File: src/hw/rtl/kcet_pkg.sv
// Shared types, constants and saturating arithmetic for the clock error tracker.
// No dependencies; used by every module of the block.
package kcet_pkg;

  localparam int FRAC_BITS_DEF = 32;
  localparam int DW = 64;
  localparam int PW = 6;

  localparam logic [48:0] RST_Q_POS    = 49'd4294967296;
  localparam logic [48:0] RST_Q_CROSS  = 49'd30064771;
  localparam logic [48:0] RST_Q_RATE   = 49'd188979;
  localparam logic [60:0] RST_MEAS_NSE = 61'd214748364800000;
  localparam logic [60:0] RST_INIT_VAR = 61'd42949672960000000;

  localparam logic signed [63:0] S64_MAX = 64'sh7FFF_FFFF_FFFF_FFFF;
  localparam logic signed [63:0] S64_MIN = 64'sh8000_0000_0000_0000;

  // Register indexes on the config port
  typedef enum logic [2:0] {
    REG_Q_POS   = 3'd0,
    REG_Q_CROSS = 3'd1,
    REG_Q_RATE  = 3'd2,
    REG_MEAS    = 3'd3,
    REG_INIT    = 3'd4
  } reg_idx_t;

  // Datapath operations
  typedef enum logic [3:0] {
    OP_NONE,
    OP_CAPTURE,
    OP_INIT,
    OP_P1,
    OP_P2,
    OP_P3,
    OP_P4,
    OP_UPD,
    OP_DIV_KE_GO,
    OP_DIV_KR_GO,
    OP_KE_SET,
    OP_KR_SET,
    OP_MUL_GO,
    OP_MUL_APPLY,
    OP_OUT
  } op_t;

  // Gain products, in the order they are applied
  typedef enum logic [2:0] {
    M_KEY,
    M_KRY,
    M_KEE,
    M_KRER,
    M_KEER
  } msel_t;

  typedef enum logic [3:0] {
    S_IDLE,
    S_INIT,
    S_P1,
    S_P2,
    S_P3,
    S_P4,
    S_UPD,
    S_CHK,
    S_DKE_GO,
    S_DKE_WT,
    S_DKR_GO,
    S_DKR_WT,
    S_M_GO,
    S_M_WT,
    S_FIN
  } state_t;

  typedef struct packed {
    op_t   op;
    msel_t msel;
  } dp_cmd_t;

  typedef struct packed {
    logic s_pos;
    logic div_done;
    logic mul_done;
  } dp_stat_t;

  function automatic logic [63:0] mag64(input logic signed [63:0] a);
    mag64 = a[63] ? (64'd0 - 64'(a)) : 64'(a);
  endfunction

  // Clamp a signed magnitude to the signed 64-bit range
  function automatic logic signed [63:0] sat_mag(input logic neg, input logic [127:0] m);
    logic ovf;
    ovf = (m[127:63] != 65'd0);
    if (neg) begin
      sat_mag = ovf ? S64_MIN : $signed(64'd0 - m[63:0]);
    end else begin
      sat_mag = ovf ? S64_MAX : $signed(m[63:0]);
    end
  endfunction

  function automatic logic signed [63:0] add_sat(input logic signed [63:0] a,
                                                 input logic signed [63:0] b);
    logic signed [64:0] s;
    s = 65'(a) + 65'(b);
    if (s[64] != s[63]) add_sat = s[64] ? S64_MIN : S64_MAX;
    else add_sat = s[63:0];
  endfunction

  function automatic logic signed [63:0] sub_sat(input logic signed [63:0] a,
                                                 input logic signed [63:0] b);
    logic signed [64:0] s;
    s = 65'(a) - 65'(b);
    if (s[64] != s[63]) sub_sat = s[64] ? S64_MIN : S64_MAX;
    else sub_sat = s[63:0];
  endfunction

endpackage

File: src/hw/rtl/kcet_ctrl.sv
// Sequencer: steps first-item init or predict, gain divides, gain products and result handoff.
// Depends on kcet_pkg.
module kcet_ctrl (
  input  logic               clk,
  input  logic               rst_n,
  input  logic               in_valid,
  output logic               in_stall,
  output logic               out_valid,
  input  logic               out_stall,
  output kcet_pkg::dp_cmd_t  cmd,
  input  kcet_pkg::dp_stat_t stat
);
  import kcet_pkg::*;

  state_t state_r, state_nxt;
  msel_t  msel_r, msel_nxt;
  logic   started_r, started_nxt;
  logic   ov_r, ov_nxt;
  logic   accept, out_free;

  assign accept   = in_valid && (state_r == S_IDLE);
  assign out_free = !ov_r || !out_stall;

  // Next state
  always_comb begin
    state_nxt   = state_r;
    msel_nxt    = msel_r;
    started_nxt = started_r;
    unique case (state_r)
      S_IDLE:   if (in_valid) state_nxt = started_r ? S_P1 : S_INIT;
      S_INIT: begin
        started_nxt = 1'b1;
        state_nxt   = S_UPD;
      end
      S_P1:     state_nxt = S_P2;
      S_P2:     state_nxt = S_P3;
      S_P3:     state_nxt = S_P4;
      S_P4:     state_nxt = S_UPD;
      S_UPD: begin
        msel_nxt  = M_KEY;
        state_nxt = S_CHK;
      end
      S_CHK:    state_nxt = stat.s_pos ? S_DKE_GO : S_M_GO;
      S_DKE_GO: state_nxt = S_DKE_WT;
      S_DKE_WT: if (stat.div_done) state_nxt = S_DKR_GO;
      S_DKR_GO: state_nxt = S_DKR_WT;
      S_DKR_WT: if (stat.div_done) state_nxt = S_M_GO;
      S_M_GO:   state_nxt = S_M_WT;
      S_M_WT: begin
        if (stat.mul_done) begin
          if (msel_r == M_KEER) begin
            state_nxt = S_FIN;
          end else begin
            msel_nxt  = msel_t'(msel_r + 3'd1);
            state_nxt = S_M_GO;
          end
        end
      end
      S_FIN:    if (out_free) state_nxt = S_IDLE;
      default:  state_nxt = S_IDLE;
    endcase
  end

  // Datapath commands
  always_comb begin
    cmd.op   = OP_NONE;
    cmd.msel = msel_r;
    unique case (state_r)
      S_IDLE:   if (accept) cmd.op = OP_CAPTURE;
      S_INIT:   cmd.op = OP_INIT;
      S_P1:     cmd.op = OP_P1;
      S_P2:     cmd.op = OP_P2;
      S_P3:     cmd.op = OP_P3;
      S_P4:     cmd.op = OP_P4;
      S_UPD:    cmd.op = OP_UPD;
      S_DKE_GO: cmd.op = OP_DIV_KE_GO;
      S_DKE_WT: if (stat.div_done) cmd.op = OP_KE_SET;
      S_DKR_GO: cmd.op = OP_DIV_KR_GO;
      S_DKR_WT: if (stat.div_done) cmd.op = OP_KR_SET;
      S_M_GO:   cmd.op = OP_MUL_GO;
      S_M_WT:   if (stat.mul_done) cmd.op = OP_MUL_APPLY;
      S_FIN:    if (out_free) cmd.op = OP_OUT;
      default:  cmd.op = OP_NONE;
    endcase
  end

  // Output valid
  always_comb begin
    ov_nxt = ov_r;
    if (ov_r && !out_stall) ov_nxt = 1'b0;
    if (state_r == S_FIN && out_free) ov_nxt = 1'b1;
  end

  always_ff @(posedge clk) begin
    if (!rst_n) begin
      state_r   <= S_IDLE;
      msel_r    <= M_KEY;
      started_r <= 1'b0;
      ov_r      <= 1'b0;
    end else begin
      state_r   <= state_nxt;
      msel_r    <= msel_nxt;
      started_r <= started_nxt;
      ov_r      <= ov_nxt;
    end
  end

  assign in_stall  = (state_r != S_IDLE);
  assign out_valid = ov_r;

endmodule

File: config.mk
export PLATFORM = sky130hd
export DESIGN_NAME = kcet_ctrl
export DESIGN_NICKNAME = d
export VERILOG_FILES = /design/src/hw/rtl/kcet_pkg.sv /design/src/hw/rtl/kcet_ctrl.sv
export SDC_FILE = /design/constraint.sdc
export NUM_CORES = 1
export LEC_CHECK = 0
export ABC_CLOCK_PERIOD_IN_PS = 2600
export BUFFER_PORTS_ARGS = -buffer_cell sky130_fd_sc_hd__buf_2
export CORE_ASPECT_RATIO = 0.9
export CORE_MARGIN = 2
export CORE_UTILIZATION = 40
export CTS_CLUSTER_DIAMETER = 60
export DETAILED_ROUTE_END_ITERATION = 6
export PLACE_DENSITY_LB_ADDON = 0.25
export SYNTH_ARGS = -nofsm -noshare
export SYNTH_HDL_FRONTEND = slang
export SYNTH_SLANG_ARGS = --single-unit
File: constraint.sdc
create_clock -name clk -period 2.6 [get_ports clk]
set_input_delay 0.26 -clock clk [delete_from_list [all_inputs] [get_ports clk]]
set_output_delay 0.26 -clock clk [all_outputs]
set_load 0.1 [all_outputs]
Word-level counts from Yosys, hierarchy flattened
Index checks and enable logic that the tools add are counted.
{"block": "word_totals", "output_inout_bits": 9, "register_bits": 9}
{"block": "classes", "n_eq_ne": 21, "n_mux": 20, "reduce_logical": 13, "add_sub_neg": 1}
{"operator": "4-bit one-hot mux with 14 select lines", "count": 2}
{"operator": "4-bit two-way mux", "count": 9}
{"operator": "4-bit == test, second input constant", "count": 7}
{"operator": "4-bit by 3-bit == test with 1-bit output, second input constant", "count": 4}
{"operator": "2-bit inequality test, second input constant", "count": 6}
{"operator": "3-bit two-way mux", "count": 3}
{"operator": "4-bit by 2-bit == test with 1-bit output, second input constant", "count": 2}
{"operator": "3-bit one-hot mux with 2 select lines", "count": 1}
{"operator": "5-bit AND reduction", "count": 1}
{"operator": "4-bit by 1-bit == test with 1-bit output, second input constant", "count": 1}
{"operator": "4-bit logical NOT", "count": 1}
{"operator": "2-bit two-way mux", "count": 2}
{"operator": "2-bit nonzero test", "count": 2}
{"operator": "4-bit nonzero test", "count": 1}
{"operator": "3-bit by 1-bit adder with 3-bit output, second input constant", "count": 1}
{"operator": "3-bit == test, second input constant", "count": 1}
{"operator": "1-bit logical AND", "count": 3}
{"operator": "1-bit two-way mux", "count": 3}
{"operator": "3-bit AND reduction", "count": 1}
{"operator": "1-bit logical NOT", "count": 2}
{"operator": "2-bit OR reduction", "count": 1}
{"operator": "1-bit logical OR", "count": 1}

Logic depth before layout (Yosys ltp)
Gate-level depths: netlist of run 1.
{"block": "depth", "word_depth": 4, "ltp_mapped": 6, "mapped_depth_nobuf": 6}

Worst setup path before layout of run 1
Ideal clock, no wire load.
{"block": "synth_path", "kind": "register to output", "startpoint": "reg ov_r (netlist: out_valid)", "endpoint": "out cmd[6] in the netlist's numbering", "arrival_ps": 3220, "path_slack_ps": -880, "stages_incl_launch_ff": 4, "n_path_buf": 0, "path_cell_list": "dfxtp_1 nand3_1 o21ai_0 a211oi_1"}
{"item": "start, declared", "line": "kcet_ctrl.sv:18", "text": "logic ov_r, ov_nxt;"}
{"item": "start signal, assigned", "line": "kcet_ctrl.sv:104", "text": "ov_r <= ov_nxt;"}
{"item": "end, declared", "line": "kcet_ctrl.sv:10", "text": "output kcet_pkg::dp_cmd_t cmd,"}

==> results of run 1 <==
## cells by family after synthesis
group / after synthesis
multiplexers: 2
AND/OR/NAND/NOR: 30
AO/OA/AOI/OAI: 33
flip-flops: 9
XOR/XNOR: 1
buffers and inverters: 14
adder cells (fa/ha/maj): 2
## sequential cells by signal, summed over array words and instances (netlist names)
signal     flops
msel_r         3
state_r        4
started_r      1
out_valid      1
## final timing paths
path,start,end,slack [ns],cells after the start
setup / recovery,state_r[1],cmd[3],0.33,5
hold / removal,out_stall,out_valid,0.35,3
setup reg to reg,state_r[2],state_r[1],0.86,4
hold reg to reg,msel_r[0],msel_r[0],0.51,2
## cell type report
cell class	instances	area, um^2
fill	185	857.1
multi-input combinational	68	454.2
sequential	9	180.2
timing repair buffer	15	75.07
tap	24	30.03
clock buffer	3	22.52
inverter	6	22.52
clock inverter	1	5.005
## cell usage after synthesis (all sizes together), types with 2 or more instances
library cell	number
a21oi	8
o22ai	4
dfxtp	9
buf	3
o2111ai	2
o21ai	7
ha	2
nand3	4
nor2	4
nor3	3
nand4b	3
a41o	2
clkbuf	5
a211oi	2
nand2	9
nor2b	2
a21boi	2
inv	6
mux2i	2
## tightest hold or removal path: cells and delay by family
kind	cells	cell delay [ns]
simple gates	1	0.11
buf+inv	1	0.10
compound gates	1	0.09
## through the flow
stage | std cells | utilization [%] | setup slack [ns] | total power, mW | area, um^2
after floorplan | 91 | - | 0.06362 | 0.8627 | 695.7
after global placement | 122 | 46.28 | 0.6496 | 0.9445 | 762.0
after detailed placement | 122 | 46.28 | 0.6218 | 0.9445 | 762.0
after CTS | 126 | 47.95 | 0.3342 | 1.057 | 789.5
after global routing | 126 | 47.95 | 0.1578 | 1.114 | 789.5
final | 126 | 47.95 | 0.3317 | 1.053 | 789.5
## where the power goes
part           internal [mW]  leakage (nW)  total [mW]  switching (mW)
Sequential             0.165        0.0734       0.270           0.105
Clock                 0.0568        0.0177       0.109          0.0525
Combinational          0.172         0.239       0.674           0.502
## routing by layer
layer  vias to the layer above  global-route usage [%]  share of wire (%)
met2                        20                   21.62                 40
li1                        365                       -                  -
met4                         0                   3.243               0.78
met3                         2                   7.660                6.3
met5                         -                       0                  0
met1                       302                   24.61                 53
==> run summary, run 1 <==
Vias in the first global route = 543
Layout area overhead = 15.15%
Initial antenna violation count = 0
DRC = 0
CTS root buffer = clkbuf_4
Synth top area share = 26.28%
Slew margin rel. = 53.14%
Async SR Flop Fraction = 0%
Most frequent cells in the layout = buf_2 (15), nand2_1 (9), dfxtp_1 (9)
Tmin final = 2.268 ns
RD Place Congestion = 0.7897
CTS Buf Count = 3
First-pass GRT wire length = 2408 um
Number of max-cap violations = 0
Net Count, Synth = 100
Slew Limit Fails = 0
Critical Path Max Stage Delay = 0.63 ns
Sequential-to-total area share from yosys stat = 26.28%
WP data required = 2.34 ns
Worst Hold Slack = 0.3454 ns
Power per Cell Area = 1334 nW/um^2
H-tree depth = 1
Routed len/inst = 12.24 um
Adder-cell share of the synthesized area = 3.650%
Largest net degree at the start of global routing = 24
Leak = 0.3305 nW
Mean number of vias per cell = 5.468
Ports = 16
Die Y = 43.28 um
Setup TNS = 0 ns
Share of layout cells above drive strength 1 = 23.53%
Worst-margin pin slew = 0.7020 ns
Setup Crit Path Kind = flip-flop to primary output
Crit path launch type = flip-flop
Post-synth EDFFs = 0
Worst Skew = 0.001547 ns
Endpoints failing hold = 0
Post-CTS Setup Inserts = 0
Setup-failing EPs final = 0
Ys flop type = dfxtp_1
Worst EP arrival = 2.01 ns
Outcome = complete, no violations
Critical-path cell list = inv_1 > nor3_1 > o21ai_0 > nand3_1 > buf_2
Synthesized flop and latch total = 9
Mapped Cells = 91
Largest family of logic cells by synthesized area = compound AO/OA/AOI/OAI gates
Hold Buf Count CTS = 0
CTS tree = yes
YS warnings = 0
Final ANT Viol Nets = 0
CTS resizes = 0
Worst IR Drop VDD = 502.0 uV
Most common cell after layout, fill and taps aside = buf_2
Worst-path clk slew = 0.07 ns
Input/output buffers = 15
Max Freq = 440.9 MHz
Detailed Route WL = 1542 um
Critical-path top delay cell = dfxtp_1
Mux cell area share after synthesis = 2.920%
Site Rows = 14
Total grt overflow = 0
Die ar. = 2062 um^2
Syn_area_per_cell = 7.535 um^2
CP Capture Type = primary output
Iter 0 DRT Violations = 10
RSZ-0062 raised after global routing = false
Core area = 1647 um^2
CP delay by family, top = flip-flops
Cell area after synthesis = 685.7 um^2
Tcrit/Tclk final = 87.24%
Post-synth cell types = 34
Worst-Skew Late Latency = 0.26 ns
Total number of vias = 689
All-layer global routing usage = 16.50%
CTS Buffer Depth = 2
Area contributors post-synth = dfxtp_1 (26%), a21oi_1 (5.8%), o21ai_0 (5.1%)
Compound-Gate Fraction of Synth Area = 33.21%
Sink Count = 9
Drt first pass iters = 4
Hold crit path type = primary input to flip-flop
Nets = 112
Die W = 47.64 um
Synth area leader = dfxtp_1
Starting density of the core = 41.64%
Synth Area in XOR/XNOR = 1.277%
Ant diodes = 0
Simple-gate share of the synthesized area = 23.72%
Crit path buffers/inverters = 2
Worst-path maximum fanout = 16
Note: power is estimated with default switching activity, not from simulation.
==> inputs of run 2 (changes only) <==
CORE_AREA = 2 2 39 41   (was default)
CORE_ASPECT_RATIO = default   (was 0.9)
CORE_MARGIN = default   (was 2)
CORE_UTILIZATION = default   (was 40)
DIE_AREA = 0 0 41 43   (was default)
==> run 2 against run 1 <==
  * Sequential cell count stayed put
  * Clock power is 9% higher
  * Sequential power is 3% lower
  * Critical endpoint unchanged
  * First-iteration DRC count is 80% higher
  * Largest power group unchanged
==> run summary, run 2 (synthesis results as in run 1) <==
Worst Hold Slack = 0.3427 ns (was 0.3454 ns)
Share of layout cells above drive strength 1 = 23.30% (was 23.53%)
DRC = 0 (unchanged)
Worst IR Drop VDD = 527.0 uV (was 502.0 uV)
Setup-failing EPs final = 0 (unchanged)
H-tree depth = 1 (unchanged)
CTS tree = yes (unchanged)
WP data required = 2.34 ns (about the same)
Hold crit path type = primary input to flip-flop (unchanged)
Worst Skew = 0.001245 ns (was 0.001547 ns)
Detailed Route WL = 1667 um (was 1542 um)
Endpoints failing hold = 0 (unchanged)
Routed len/inst = 14.01 um (was 12.24 um)
Drt first pass iters = 4 (unchanged)
Most common cell after layout, fill and taps aside = buf_2 (unchanged)
Die ar. = 1763 um^2 (was 2062 um^2)
Crit path from = state_r[1] (unchanged)
Largest registers = state_r (4), msel_r (3) (unchanged)
Final core utilization = 56.78% (was 47.95%)
RSZ-0062 raised after global routing = false (unchanged)
Total power = 1.083 mW (was 1.053 mW)
Pre-CTS setup slack = 0.6496 ns (was 0.6218 ns)
Final ANT Viol Nets = 0 (unchanged)
Layout area overhead = 14.60% (was 15.15%)
Max reg flops = 4 (unchanged)
Site Rows = 14 (unchanged)
Setup TNS = 0 ns (unchanged)
Min-delay src = out_stall (unchanged)
Core area = 1384 um^2 (was 1647 um^2)
Iter 0 DRT Violations = 18 (was 10)
Worst-Skew Late Latency = 0.27 ns (was 0.26 ns)
First-pass GRT wire length = 2587 um (was 2408 um)
Hold Path Cell Cnt = 3 (unchanged)
Max Freq = 443.1 MHz (was 440.9 MHz)
CTS resizes = 0 (unchanged)
Worst r2r src = state_r[2] (unchanged)
Worst setup path end = cmd[3] (unchanged)
Slew margin rel. = 61.85% (was 53.14%)
Most frequent cells in the layout = buf_2 (15), nand2_1 (9), dfxtp_1 (9) (unchanged)
Number of max-cap violations = 0 (unchanged)
Worst r2r dst = state_r[1] (unchanged)
CTS Buffer Depth = 2 (unchanged)
Slew Limit Fails = 0 (unchanged)
Total number of vias = 716 (was 689)
Worst-path clk slew = 0.07 ns (about the same)
Crit path launch type = flip-flop (unchanged)
Setup Crit Path Kind = flip-flop to primary output (unchanged)
Nets = 113 (was 112)
Input/output buffers = 15 (unchanged)
Dpl hpwl = 1133 um
Outcome = complete, no violations (unchanged)
Reg2Reg Setup Slack = 0.91 ns (was 0.86 ns)
Leak = 0.3330 nW (was 0.3305 nW)
Ports = 16 (unchanged)
Die W = 41 um (was 47.64 um)
RD Place Congestion = 0.8066 (was 0.7897)
Ant diodes = 0 (unchanged)
CP Capture Type = primary output (unchanged)
Mean number of vias per cell = 6.017 (was 5.468)
Worst EP arrival = 2.00 ns (was 2.01 ns)
Biggest register = state_r (unchanged)
CTS root buffer = clkbuf_4 (unchanged)
Reg2Reg Depth = 4 (unchanged)
Die Y = 43 um (was 43.28 um)
Starting density of the core = 49.55% (was 41.64%)
Vias in the first global route = 576 (was 543)
Worst-margin pin slew = 0.5714 ns (was 0.7020 ns)
Power per Cell Area = 1379 nW/um^2 (was 1334 nW/um^2)
Hold Buf Count CTS = 0 (unchanged)
Worst setup margin = 0.3431 ns (was 0.3317 ns)
Total grt overflow = 0 (unchanged)
Tmin final = 2.257 ns (was 2.268 ns)
CTS Buf Count = 3 (unchanged)
Sink Count = 9 (unchanged)
All-layer global routing usage = 21.93% (was 16.50%)
Largest net degree at the start of global routing = 19 (was 24)
Post-CTS Setup Inserts = 0 (unchanged)
Worst-path maximum fanout = 16 (unchanged)
Tcrit/Tclk final = 86.80% (was 87.24%)
Initial antenna violation count = 0 (unchanged)
==> run 2: cell types whose count changed in the layout (fill, tap and decap cells not counted), sizes merged <==
| cell | before | now |
|---|---|---|
| clkbuf | 3 | 4 |
| buf | 15 | 16 |
| clkinv | 1 | 0 |
==> run 2: layer usage <==
metal | GRT usage, % | vias up | part of all wire [%]
met5 | 0 | - | 0
li1 | - | 362 | -
met4 | 14.00 | 0 | 1.0
met1 | 33.33 | 327 | 51
met3 | 3.141 | 2 | 5.3
met2 | 27.50 | 25 | 43
==> run 2: report_power, final <==
part / internal, mW / total [mW] / switching (mW)
Clock: 0.0594 / 0.119 / 0.0600
Combinational: 0.180 / 0.703 / 0.523
Sequential: 0.165 / 0.261 / 0.0957
==> run 2: worst max-delay path: stages, from the launching register on <==
cell     delay [ns]
dfxtp_1        0.63
inv_1          0.17
nor3_1         0.29
o21ai_0        0.12
nand3_1        0.09
buf_2          0.42
==> run 2: area by class of cell <==
class	count	area [um^2]
fillers	144	598.1
well taps	16	20.02
repair buffers	16	82.58
clock buffers	4	26.28
flip-flops and latches	9	180.2
multi-input cells	68	454.2
inverters	6	22.52
==> run 2: worst min-delay path by stage <==
stage / end
2_1_floorplan: state_r[0]
3_3_place_gp: msel_r[1]
3_5_place_dp: msel_r[1]
4_1_cts: out_valid
5_1_grt: out_valid
6_report: out_valid
==> run 2: stage by stage <==
| stage | cell area [um^2] | instances |
|---|---|---|
| after floorplan | 695.7 | 91 |
| after global placement | 759.5 | 115 |
| after detailed placement | 759.5 | 115 |
| after CTS | 785.8 | 119 |
| after global routing | 785.8 | 119 |
| final | 785.8 | 119 |
==> inputs of run 3 (changes only) <==
HOLD_SLACK_MARGIN = 0.05   (was default)
PLACE_DENSITY = 0.76   (was default)
PLACE_DENSITY_LB_ADDON = default   (was 0.25)
REMOVE_ABC_BUFFERS = 1   (was default)
==> run 3 against run 2 <==
  * Global-route usage decreased by 3.0 points
  * Routed wire length decreased by 5.7%
  * Non-clock buffer count decreased by 1
  * Sequential share of layout area increased by 0.52 points
  * Clock power about the same
  * Worst setup slack got worse by 0.012 ns
  * Count of clock-buffer cells in the layout unchanged
  * Register-to-register slack got worse by 0.05 ns
==> run summary, run 3 (synthesis results as in run 1) <==
Worst EP arrival = 2.01 ns (was 2.00 ns)
Ant diodes = 0 (unchanged)
Outcome = complete, no violations (unchanged)
Final non-filler cell area = 768.2 um^2 (was 785.8 um^2)
Biggest register = state_r (unchanged)
Tcrit/Tclk final = 87.26% (was 86.80%)
Worst-Skew Late Latency = 0.28 ns (was 0.27 ns)
Total grt overflow = 0 (unchanged)
Die Y = 43 um (unchanged)
Total power = 1.054 mW (was 1.083 mW)
Largest net degree at the start of global routing = 24 (was 19)
Most common cell after layout, fill and taps aside = buf_2 (unchanged)
Detailed Route WL = 1572 um (was 1667 um)
Mean number of vias per cell = 6.102 (was 6.017)
Hold Buf Count CTS = 0 (unchanged)
Worst Skew = 0.004423 ns (was 0.001245 ns)
CTS resizes = 0 (unchanged)
RD Place Congestion = 0.7962 (was 0.8066)
Largest registers = state_r (4), msel_r (3) (unchanged)
Setup-failing EPs final = 0 (unchanged)
Dpl cell area = 742.0 um^2 (was 759.5 um^2)
Starting density of the core = 49.55% (unchanged)
Crit path launch type = flip-flop (unchanged)
Hold Path Cell Cnt = 3 (unchanged)
Drt first pass iters = 4 (unchanged)
First-pass GRT wire length = 2325 um (was 2587 um)
Layout area overhead = 12.04% (was 14.60%)
Hold crit path type = primary input to flip-flop (unchanged)
Tmin final = 2.269 ns (was 2.257 ns)
Reg2Reg Setup Slack = 0.86 ns (was 0.91 ns)
CP Capture Type = primary output (unchanged)
Input/output buffers = 15 (unchanged)
Worst-path maximum fanout = 16 (unchanged)
Worst-margin pin slew = 0.6571 ns (was 0.5714 ns)
All-layer global routing usage = 18.91% (was 21.93%)
Slew Limit Fails = 0 (unchanged)
Ports = 16 (unchanged)
Routed len/inst = 13.32 um (was 14.01 um)
Reg2Reg Depth = 4 (unchanged)
Endpoints failing hold = 0 (unchanged)
Crit path from = state_r[1] (unchanged)
Setup Crit Path Kind = flip-flop to primary output (unchanged)
Share of layout cells above drive strength 1 = 20.59% (was 23.30%)
Initial antenna violation count = 0 (unchanged)
Max Freq = 440.8 MHz (was 443.1 MHz)
RSZ-0062 raised after global routing = false (unchanged)
Max reg flops = 4 (unchanged)
Site Rows = 14 (unchanged)
CTS Buf Count = 3 (unchanged)
Final ANT Viol Nets = 0 (unchanged)
Dpl hpwl = 1073 um (was 1133 um)
Slew margin rel. = 56.13% (was 61.85%)
Sink Count = 9 (unchanged)
Worst IR Drop VDD = 608.5 uV (was 527.0 uV)
Nets = 112 (was 113)
Leak = 0.3258 nW (was 0.3330 nW)
Die W = 41 um (unchanged)
CTS root buffer = clkbuf_4 (unchanged)
CTS tree = yes (unchanged)
Post-placement cell count = 114 (was 115)
Number of max-cap violations = 0 (unchanged)
Post-CTS Setup Inserts = 0 (unchanged)
WHS Endpoint = msel_r[2] (was out_valid)
Setup TNS = 0 ns (unchanged)
H-tree depth = 1 (unchanged)
Final core utilization = 55.52% (was 56.78%)
Most frequent cells in the layout = buf_2 (15), nand2_1 (9), dfxtp_1 (9) (unchanged)
Worst r2r dst = state_r[2] (was state_r[1])
Power per Cell Area = 1373 nW/um^2 (was 1379 nW/um^2)
Total number of vias = 720 (was 716)
Die ar. = 1763 um^2 (unchanged)
Worst-path clk slew = 0.07 ns (about the same)
Min-delay src = rst_n (was out_stall)
Core area = 1384 um^2 (unchanged)
CTS Buffer Depth = 2 (unchanged)
Vias in the first global route = 578 (was 576)
DRC = 0 (unchanged)
Post-Layout Cell Count = 118 (was 119)
Worst r2r src = state_r[2] (unchanged)
Iter 0 DRT Violations = 17 (was 18)
WP data required = 2.34 ns (about the same)
[run 3: power breakdown]
group	switching [mW]	internal [mW]
logic	0.500	0.169
clock network	0.0592	0.0596
registers	0.102	0.165
[run 3: cell type report]
cell class | count | area, um^2
clock buffer | 4 | 26.28
tap | 16 | 20.02
inverter | 6 | 22.52
fill | 144 | 615.6
timing repair buffer | 15 | 75.07
multi-input combinational | 68 | 444.2
sequential | 9 | 180.2
[run 3: metal layers]
layer	share of wire (%)	GRT usage, %
met2	43	27.50
met1	51	26.54
met5	0	0
met4	1.8	8.000
met3	4.4	3.141
[run 3: worst max-delay path, cell delays in order (launching register included)]
cell and delay [ns]:
dfxtp_1 0.63, inv_1 0.17, nor3_1 0.27, o21ai_0 0.12, nand3_1 0.12, buf_2 0.42
[run 3: per-stage QoR]
stage,setup slack (ns),hold WS (ns)
2_1_floorplan,-0.8798,0.3882
4_1_cts,0.3620,0.3526
3_5_place_dp,0.6408,0.5048
6_report,0.3312,0.3394
3_3_place_gp,0.6842,0.4955
5_1_grt,0.1682,0.3766
[run 3: how the worst max path moves through the flow]
stage          depth (start not counted)  slack, ns      to
6_report                               5       0.33  cmd[3]
5_1_grt                                5       0.17  cmd[3]
4_1_cts                                5       0.36  cmd[3]
3_5_place_dp                           5       0.64  cmd[3]
3_3_place_gp                           5       0.68  cmd[3]
2_1_floorplan                          3      -0.88  cmd[6]
